==> src/rtl/core/bbs_pkg.sv <==
package bbs_pkg;

  // default geometry of both maps
  localparam int WORD_BITS_DEF = 64;
  localparam int MAP_WORDS_DEF = 64;

  // port field widths
  localparam int KIND_W     = 2;
  localparam int IDX_W      = 6;
  localparam int DATA_W     = 64;
  localparam int START_W    = 12;
  localparam int POS_W      = 13;
  localparam int CFG_IDX_W  = 4;
  localparam int CFG_DATA_W = 16;

  // length register after reset
  localparam int MAP_BITS_RST = 4096;

  // fixed-point shift of the reciprocal used to split a start bit into word and offset
  localparam int RECIP_SH = 20;

  // item kinds
  localparam logic [KIND_W-1:0] KIND_LOAD_FIRST  = 2'd0;
  localparam logic [KIND_W-1:0] KIND_LOAD_SECOND = 2'd1;
  localparam logic [KIND_W-1:0] KIND_QUERY       = 2'd2;

  // configuration register indexes
  localparam logic [CFG_IDX_W-1:0] CFG_MAP_BITS  = 4'd0;
  localparam logic [CFG_IDX_W-1:0] CFG_BYTE_SWAP = 4'd1;

  // controller to datapath
  typedef struct packed {
    logic wr_first;
    logic wr_second;
    logic capture;
    logic early_miss;
    logic div_step;
    logic base_init;
    logic scan_en;
    logic finish;
  } bbs_cmd_t;

  // datapath to controller
  typedef struct packed {
    logic start_past_len;
    logic ev_valid;
    logic ev_hit;
    logic ev_last;
  } bbs_stat_t;

endpackage

==> src/rtl/core/bbs_ctrl.sv <==
module bbs_ctrl (
  input  logic                        clk,
  input  logic                        rst_n,
  input  logic                        start,
  input  logic [bbs_pkg::KIND_W-1:0]  in_kind,
  input  bbs_pkg::bbs_stat_t          stat,
  output bbs_pkg::bbs_cmd_t           cmd,
  output logic                        busy,
  output logic                        out_valid
);

  localparam logic [1:0] ST_IDLE = 2'd0;
  localparam logic [1:0] ST_DIV  = 2'd1;
  localparam logic [1:0] ST_BASE = 2'd2;
  localparam logic [1:0] ST_SCAN = 2'd3;

  logic [1:0] state_r;
  logic [1:0] state_nxt;
  logic       out_valid_r;
  logic       out_valid_nxt;

  // decode the accepted beat and sequence a query
  always_comb begin
    cmd           = '0;
    state_nxt     = state_r;
    out_valid_nxt = 1'b0;
    unique case (state_r)
      ST_IDLE: begin
        if (start) begin
          unique case (in_kind)
            bbs_pkg::KIND_LOAD_FIRST:  cmd.wr_first  = 1'b1;
            bbs_pkg::KIND_LOAD_SECOND: cmd.wr_second = 1'b1;
            bbs_pkg::KIND_QUERY: begin
              if (stat.start_past_len) begin
                cmd.early_miss = 1'b1;
                out_valid_nxt  = 1'b1;
              end else begin
                cmd.capture = 1'b1;
                state_nxt   = ST_DIV;
              end
            end
            default: ;
          endcase
        end
      end
      ST_DIV: begin
        cmd.div_step = 1'b1;
        state_nxt    = ST_BASE;
      end
      ST_BASE: begin
        cmd.base_init = 1'b1;
        state_nxt     = ST_SCAN;
      end
      ST_SCAN: begin
        cmd.scan_en = 1'b1;
        if (stat.ev_valid && (stat.ev_hit || stat.ev_last)) begin
          cmd.finish    = 1'b1;
          out_valid_nxt = 1'b1;
          state_nxt     = ST_IDLE;
        end
      end
      default: state_nxt = ST_IDLE;
    endcase
  end

  always_ff @(posedge clk) begin
    if (!rst_n) begin
      state_r     <= ST_IDLE;
      out_valid_r <= 1'b0;
    end else begin
      state_r     <= state_nxt;
      out_valid_r <= out_valid_nxt;
    end
  end

  assign busy      = (state_r != ST_IDLE);
  assign out_valid = out_valid_r;

endmodule

==> config.mk <==
export PLATFORM = sky130hd
export DESIGN_NAME = bbs_ctrl
export DESIGN_NICKNAME = d
export VERILOG_FILES = /design/src/rtl/core/bbs_pkg.sv /design/src/rtl/core/bbs_ctrl.sv
export SDC_FILE = /design/constraint.sdc
export NUM_CORES = 1
export LEC_CHECK = 0
export BUFFER_PORTS_ARGS = -buffer_cell sky130_fd_sc_hd__buf_2
export CELL_PAD_IN_SITES_DETAIL_PLACEMENT = 1
export CELL_PAD_IN_SITES_GLOBAL_PLACEMENT = 1
export CORE_AREA = 2 2 39 41
export CTS_CLUSTER_DIAMETER = 30
export CTS_CLUSTER_SIZE = 20
export DETAILED_ROUTE_END_ITERATION = 6
export DIE_AREA = 0 0 41 43
export PLACE_DENSITY = 0.63
export SLEW_MARGIN = 20
export SYNTH_ARGS = -nofsm -noshare
export SYNTH_HDL_FRONTEND = slang
export SYNTH_SLANG_ARGS = --single-unit
export TNS_END_PERCENT = 100
==> constraint.sdc <==
create_clock -name clk -period 1.3 [get_ports clk]
set_clock_uncertainty 0.15 [all_clocks]
set_input_delay 0.26 -clock clk [delete_from_list [all_inputs] [get_ports clk]]
set_output_delay 0.26 -clock clk [all_outputs]
set_load 0.02 [all_outputs]
==> metrics.txt, run 1 <==
global-route usage over all layers 0.1163; hold path start rst_n; slack of the critical path -0.3626 ns; Gate Count Post-Synth 28; Max Freq 601.5 MHz; synth warn 0; synthesized area per cell 8.714 um^2; TritonCTS clock tree done; failing checks negative setup slack; CP Max Fanout 3; Critical Path RT 0.89 ns; reg2reg end state_r[0]$_SDFFE_PN0P_; Die Span X 41 um; crit path kind register to output pin; number of vias per cell 4.128; Setup Viol. Count Final 12; Hold Vio Cnt, Final 0; global-route wire length before repair 1414 um; GR Overflow Total 0; Worst-Margin Slew 0.1894 ns; Non-Filler Instances 78; vias in the first global route 341; initial antenna violation count 0; status complete, but fails checks; WL/cell 11.68 um; Seq/Total Area, Yosys 0.2462; Crit path depth 5; GPL Wtd Cong 0.6722; vias after detailed routing 322; Worst Hold Class primary input to register; Distinct cells, synth 16; design area 626.9 um^2; worst setup slack after placement -0.1369 ns; total wire length 911 um; Initial DRT Pass Iterations 2; maximum vdd drop 0.7264 mV; worst-path cell chain inv_2 -> ha_4 -> and4b_1 -> nor2b_4 -> buf_6; Slew HR 0.8737; row count 14; CTS buffer count 3; Power Density 1571 nW/um^2; final period utilization 1.279; top cell type's share of synthesized area 0.2462; Starting Density 0.1763; Ports 19; Leak 0.0003134 uW; Buf/Inv on CP 2; Area Overhead vs Synth 156.9%; layout cells sized above 1 0.7903; WP data arrival 1.25 ns; commonest non-fill, non-tap cell in the layout buf_4; die area 1763 um^2; Synth area leaders dfxtp_1 25%, ha_1 21%, o211a_1 8.2%; max cap viols 0; CORE AREA 1384 um^2; clk_lat worst skew 0.23 ns; Yosys top cell by area dfxtp_1; min Tclk post-route 1.663 ns; DR DRC count 0; #FFs+latches synth 3; R2R Setup Slk -0.09 ns; startpoint class of the critical path register; Min-Delay Endpoint state_r[0]$_SDFFE_PN0P_; placed standard-cell area 506.7 um^2; fin. max-slew vios 0; Final ANT Viol Nets 0; Sink Count 3; clock-pin slew on the worst setup and hold paths 0.04 ns; worst-case reg-to-reg path depth 6; largest stage delay on the critical path 0.31 ns; largest net degree at the start of global routing 5; CP top delay family simple AND/OR/NAND/NOR gates; final net count 76; RSZ-0062 raised after global routing yes; HPWL after detailed placement 788.7 um; Cell Area, Synth 244.0 um^2; die height 43 um; syn nets 41; Worst path slowest cell dfxtp_2; Clock Tree Root clkbuf_4; n_diodes 0; PortBufs 18; Hold Crit Depth 2; worst r2r src state_r[0]$_SDFFE_PN0P_; Iteration-0 DRC Markers 1; Cells after DPL 73; # H-tree levels 1; endpoint class of the critical path output pin; Max clock buf depth 2; most frequent cells in the layout 11 x buf_4, 9 x buf_2, 9 x buf_6
## what timing repair did
action / 4_1_cts / 5_1_grt
pin swaps: 2 / 0
buffers inserted: 2 / 1
setup endpoints to repair: 12 / 12
gates resized for setup: 24 / 1
hold buffers: 0 / 0
## worst max path at each step
stage	from	to	slack [ns]
CTS	state_r[0]$_SDFFE_PN0P_	cmd[5]	-0.36
finish	state_r[1]$_SDFFE_PN0P_	cmd[5]	-0.36
detailed placement	state_r[1]$_SDFFE_PN0P_	cmd[4]	-0.14
floorplan	state_r[1]$_SDFFE_PN0P_	out_valid$_SDFF_PN0_	-0.04
global placement	state_r[1]$_SDFFE_PN0P_	cmd[4]	-0.11
global route	state_r[0]$_SDFFE_PN0P_	cmd[5]	-0.43
## registers in the layout (all words and copies together) (netlist names)
| register | flops |
|---|---|
| state_r | 2 |
| out_valid | 1 |
## final cells by class
type	instances	area, um^2
Clock buffer	4	26.28
Fill cell	165	757.0
Inverter	5	18.77
Multi-Input combinational cell	20	250.2
Sequential cell	3	62.56
Tap cell	16	20.02
Timing Repair Buffer	30	249.0
## metal layers
metal | share of wire | track usage | up-vias
li1 | - | - | 164
met5 | 0 | 0 | -
met4 | 0 | 0.06000 | 0
met1 | 0.41 | 0.1474 | 148
met2 | 0.54 | 0.1906 | 10
met3 | 0.045 | 0 | 0
## Yosys cell counts (all sizes together)
cell     number
nand4bb       1
mux2i         1
nor3b         1
dfxtp         3
o21ai         1
inv           5
nor3          1
ha            4
nand2         3
a22oi         1
a211o         1
and2          1
nor2          1
nor2b         1
and4b         1
o211a         2
## stage by stage
step	TNS (ns)	total power (uW)	hold WS, ns	util
after floorplan	-0.08769	456.7	0.2360	-
after global placement	-0.4829	662.0	0.3983	0.3662
after detailed placement	-0.6818	676.2	0.4110	0.3662
after CTS	-2.757	1010	0.1623	0.4530
after global routing	-3.313	1068	0.1747	0.4530
final	-2.573	984.8	0.1661	0.4530
## worst reg2reg max path: stages (launching register included)
cell and delay, ns:
dfxtp_2 0.34, inv_2 0.05, ha_4 0.16, buf_4 0.13
buf_6 0.11, a211o_1 0.21, o211a_1 0.12
## kinds of logic after synthesis
group | synth area share
and+or+nand+nor | 0.2615
AOI/OAI and AO/OA | 0.1692
buffers and inverters | 0.07693
adders and majority gates | 0.2051
DFF | 0.2462
muxes | 0.04103
## power by group
| part | internal [uW] | switching (uW) | total [uW] | leakage, uW |
|---|---|---|---|---|
| clock network | 115 | 44.6 | 159 | 0.0000150 |
| registers | 121 | 19.4 | 140 | 0.0000253 |
| logic | 376 | 309 | 685 | 0.000273 |
| total | 612 | 373 | 985 | 0.000313 |
No activity file was read; power rests on OpenSTA's default activity.
==> run 2: changes to the inputs <==
--- a/config.mk
+++ b/config.mk
@@ -13,6 +13,7 @@
 export CTS_CLUSTER_SIZE = 20
 export DETAILED_ROUTE_END_ITERATION = 6
 export DIE_AREA = 0 0 41 43
+export GPL_TIMING_DRIVEN = 0
 export PLACE_DENSITY = 0.63
 export SLEW_MARGIN = 20
 export SYNTH_ARGS = -nofsm -noshare
==> run 2 against run 1 <==
  * Sequential share of layout area decreased by 0.20 points
  * Critical path type unchanged
  * Combinational power increased by 9.6%
  * Utilization increased by 0.90 points
  * First-iteration DRC count decreased by 100%
  * Critical path depth unchanged
  * Die area unchanged
  * Via count increased by 3.4%
  * The run still ends with negative setup slack left
  * Register-to-register slack got worse by 0.19 ns
  * Global-route usage increased by 0.50 points
  * Wire length increased by 4.0%
  * Sequential cell count unchanged
  * Non-clock buffer count unchanged
==> metrics.txt, run 2 (same netlist as run 1, synthesis figures left out) <==
status complete, but fails checks; failing checks negative setup slack; WL/cell 12.14 um (+4.0%); R2R Setup Slk -0.28 ns (-0.19 ns); Design Power 1052 uW (+6.9%); Worst-Margin Slew 0.4080 ns (+0.2186 ns); Power Density 1646 nW/um^2 (+4.8%); RSZ-0062 raised after global routing yes; worst-path cell chain inv_2 -> ha_4 -> and4b_1 -> and2_4 -> buf_6; max cap viols 0 (unchanged); met2 usage 0.1906 (unchanged); Critical Path RT 0.89 ns (about the same); largest net degree at the start of global routing 5 (unchanged); layout cells sized above 1 0.8065 (+0.01613); Die Span X 41 um (unchanged); final period utilization 1.288 (+0.009102); commonest non-fill, non-tap cell in the layout buf_6; grt met3 use 0.03141 (+0.03141); worst r2r src state_r[0]$_SDFFE_PN0P_; Clock Tree Root clkbuf_4; most frequent cells in the layout 13 x buf_6, 9 x buf_2, 8 x buf_4; Slew HR 0.7261 (-0.1476); Max clock buf depth 2 (unchanged); Final ANT Viol Nets 0 (unchanged); final net count 76 (unchanged); post-layout util 0.4620 (+0.009041); Starting Density 0.1763 (unchanged); Iteration-0 DRC Markers 0 (-1); cts hold-fix bufs 0 (unchanged); max reg flops 2 (unchanged); DR DRC count 0 (unchanged); PortBufs 18 (unchanged); min Tclk post-route 1.674 ns (+0.01183 ns); CP top delay family simple AND/OR/NAND/NOR gates; fin. max-slew vios 0 (unchanged); CORE AREA 1384 um^2 (unchanged); worst-case reg-to-reg path depth 7 (+1); Min-Delay Endpoint out_valid$_SDFF_PN0_; CP Max Fanout 4 (+1); GPL Wtd Cong 0.5905 (-12%); die height 43 um (unchanged); Leak 0.0003104 uW (-0.96%); endpoint class of the critical path output pin; Worst Hold Class primary input to register; vias after detailed routing 333 (+3.4%); Crit path depth 5 (unchanged); Hold Crit Depth 2 (unchanged); Max Freq 597.2 MHz (-0.71%); Hold Vio Cnt, Final 0 (unchanged); GR Overflow Total 0 (unchanged); largest stage delay on the critical path 0.32 ns (about the same); Setup Viol. Count Final 12 (unchanged); global-route wire length before repair 1400 um (-0.99%); TritonCTS clock tree done; initial antenna violation count 0 (unchanged); Top reg by flops state_r; hold path start rst_n; Initial DRT Pass Iterations 1 (-1); clk_lat worst skew 0.23 ns (about the same); reg2reg end out_valid$_SDFF_PN0_; maximum vdd drop 0.6872 mV (-5.4%); vias in the first global route 352 (+3.2%); total negative slack -2.890 ns (-0.3170 ns); total wire length 947 um (+4.0%); Worst Setup SP state_r[0]$_SDFFE_PN0P_; # H-tree levels 1 (unchanged); Area Overhead vs Synth 162.1%; die area 1763 um^2 (unchanged); n_diodes 0 (unchanged); slack of the critical path -0.3744 ns (-0.01183 ns); GRT met1 Usage 0.1346 (-0.01282); clock-pin slew on the worst setup and hold paths 0.04 ns (about the same); HPWL after detailed placement 564.6 um (-28%); design area 639.4 um^2 (+2.0%); placed standard-cell area 411.6 um^2 (-19%); crit path kind register to output pin; number of vias per cell 4.269 (+3.4%); WP data arrival 1.26 ns (about the same); Sink Count 3 (unchanged); CTS buffer count 3 (unchanged); row count 14 (unchanged); global route hottest layer met2; Ports 19 (unchanged); global-route usage over all layers 0.1214 (+0.005015); Worst path slowest cell dfxtp_2; startpoint class of the critical path register; Buf/Inv on CP 2 (unchanged)
run 2: cell counts in the layout (fill, tap and decap cells not counted):
No cell type changed its count.
run 2: worst max-delay path by stage:
| stage | endpoint | slack [ns] |
|---|---|---|
| 2_1_floorplan | out_valid$_SDFF_PN0_ | -0.04 |
| 3_3_place_gp | cmd[4] | -0.19 |
| 3_5_place_dp | cmd[4] | -0.18 |
| 4_1_cts | cmd[5] | -0.36 |
| 5_1_grt | cmd[4] | -0.45 |
| 6_report | cmd[4] | -0.37 |
run 2: final cells by class:
class                   count  area, um^2
clock buffers               4       26.28
fillers                   166       744.5
flip-flops and latches      3       62.56
well taps                  16       20.02
repair buffers             30       251.5
multi-input cells          20       260.3
inverters                   5       18.77
run 2: stage by stage:
| step | worst slack, ns | std cells | hold slack [ns] |
|---|---|---|---|
| floorplan | -0.03706 | 28 | 0.2360 |
| global placement | -0.1867 | 62 | 0.3364 |
| detailed placement | -0.1833 | 62 | 0.3401 |
| CTS | -0.3623 | 75 | 0.1425 |
| global route | -0.4522 | 78 | 0.1542 |
| finish | -0.3744 | 78 | 0.1502 |
run 2: timing repair:
action | 4_1_cts | 5_1_grt
pin swaps | 4 | 5
buffers inserted | 9 | 3
endpoints found under the setup margin | 10 | 12
resized for setup | 25 | 5
run 2: metal layers:
metal	part of all wire	vias up
met5	0	-
met4	0	0
met3	0.049	0
met2	0.60	10
met1	0.35	160
li1	-	163
run 2: report_power, final:
part / total, uW / switching [uW] / leakage [uW] / internal [uW]
registers: 139 / 18.0 / 0.0000253 / 121
logic: 751 / 341 / 0.000270 / 410
clock network: 163 / 47.8 / 0.0000150 / 115
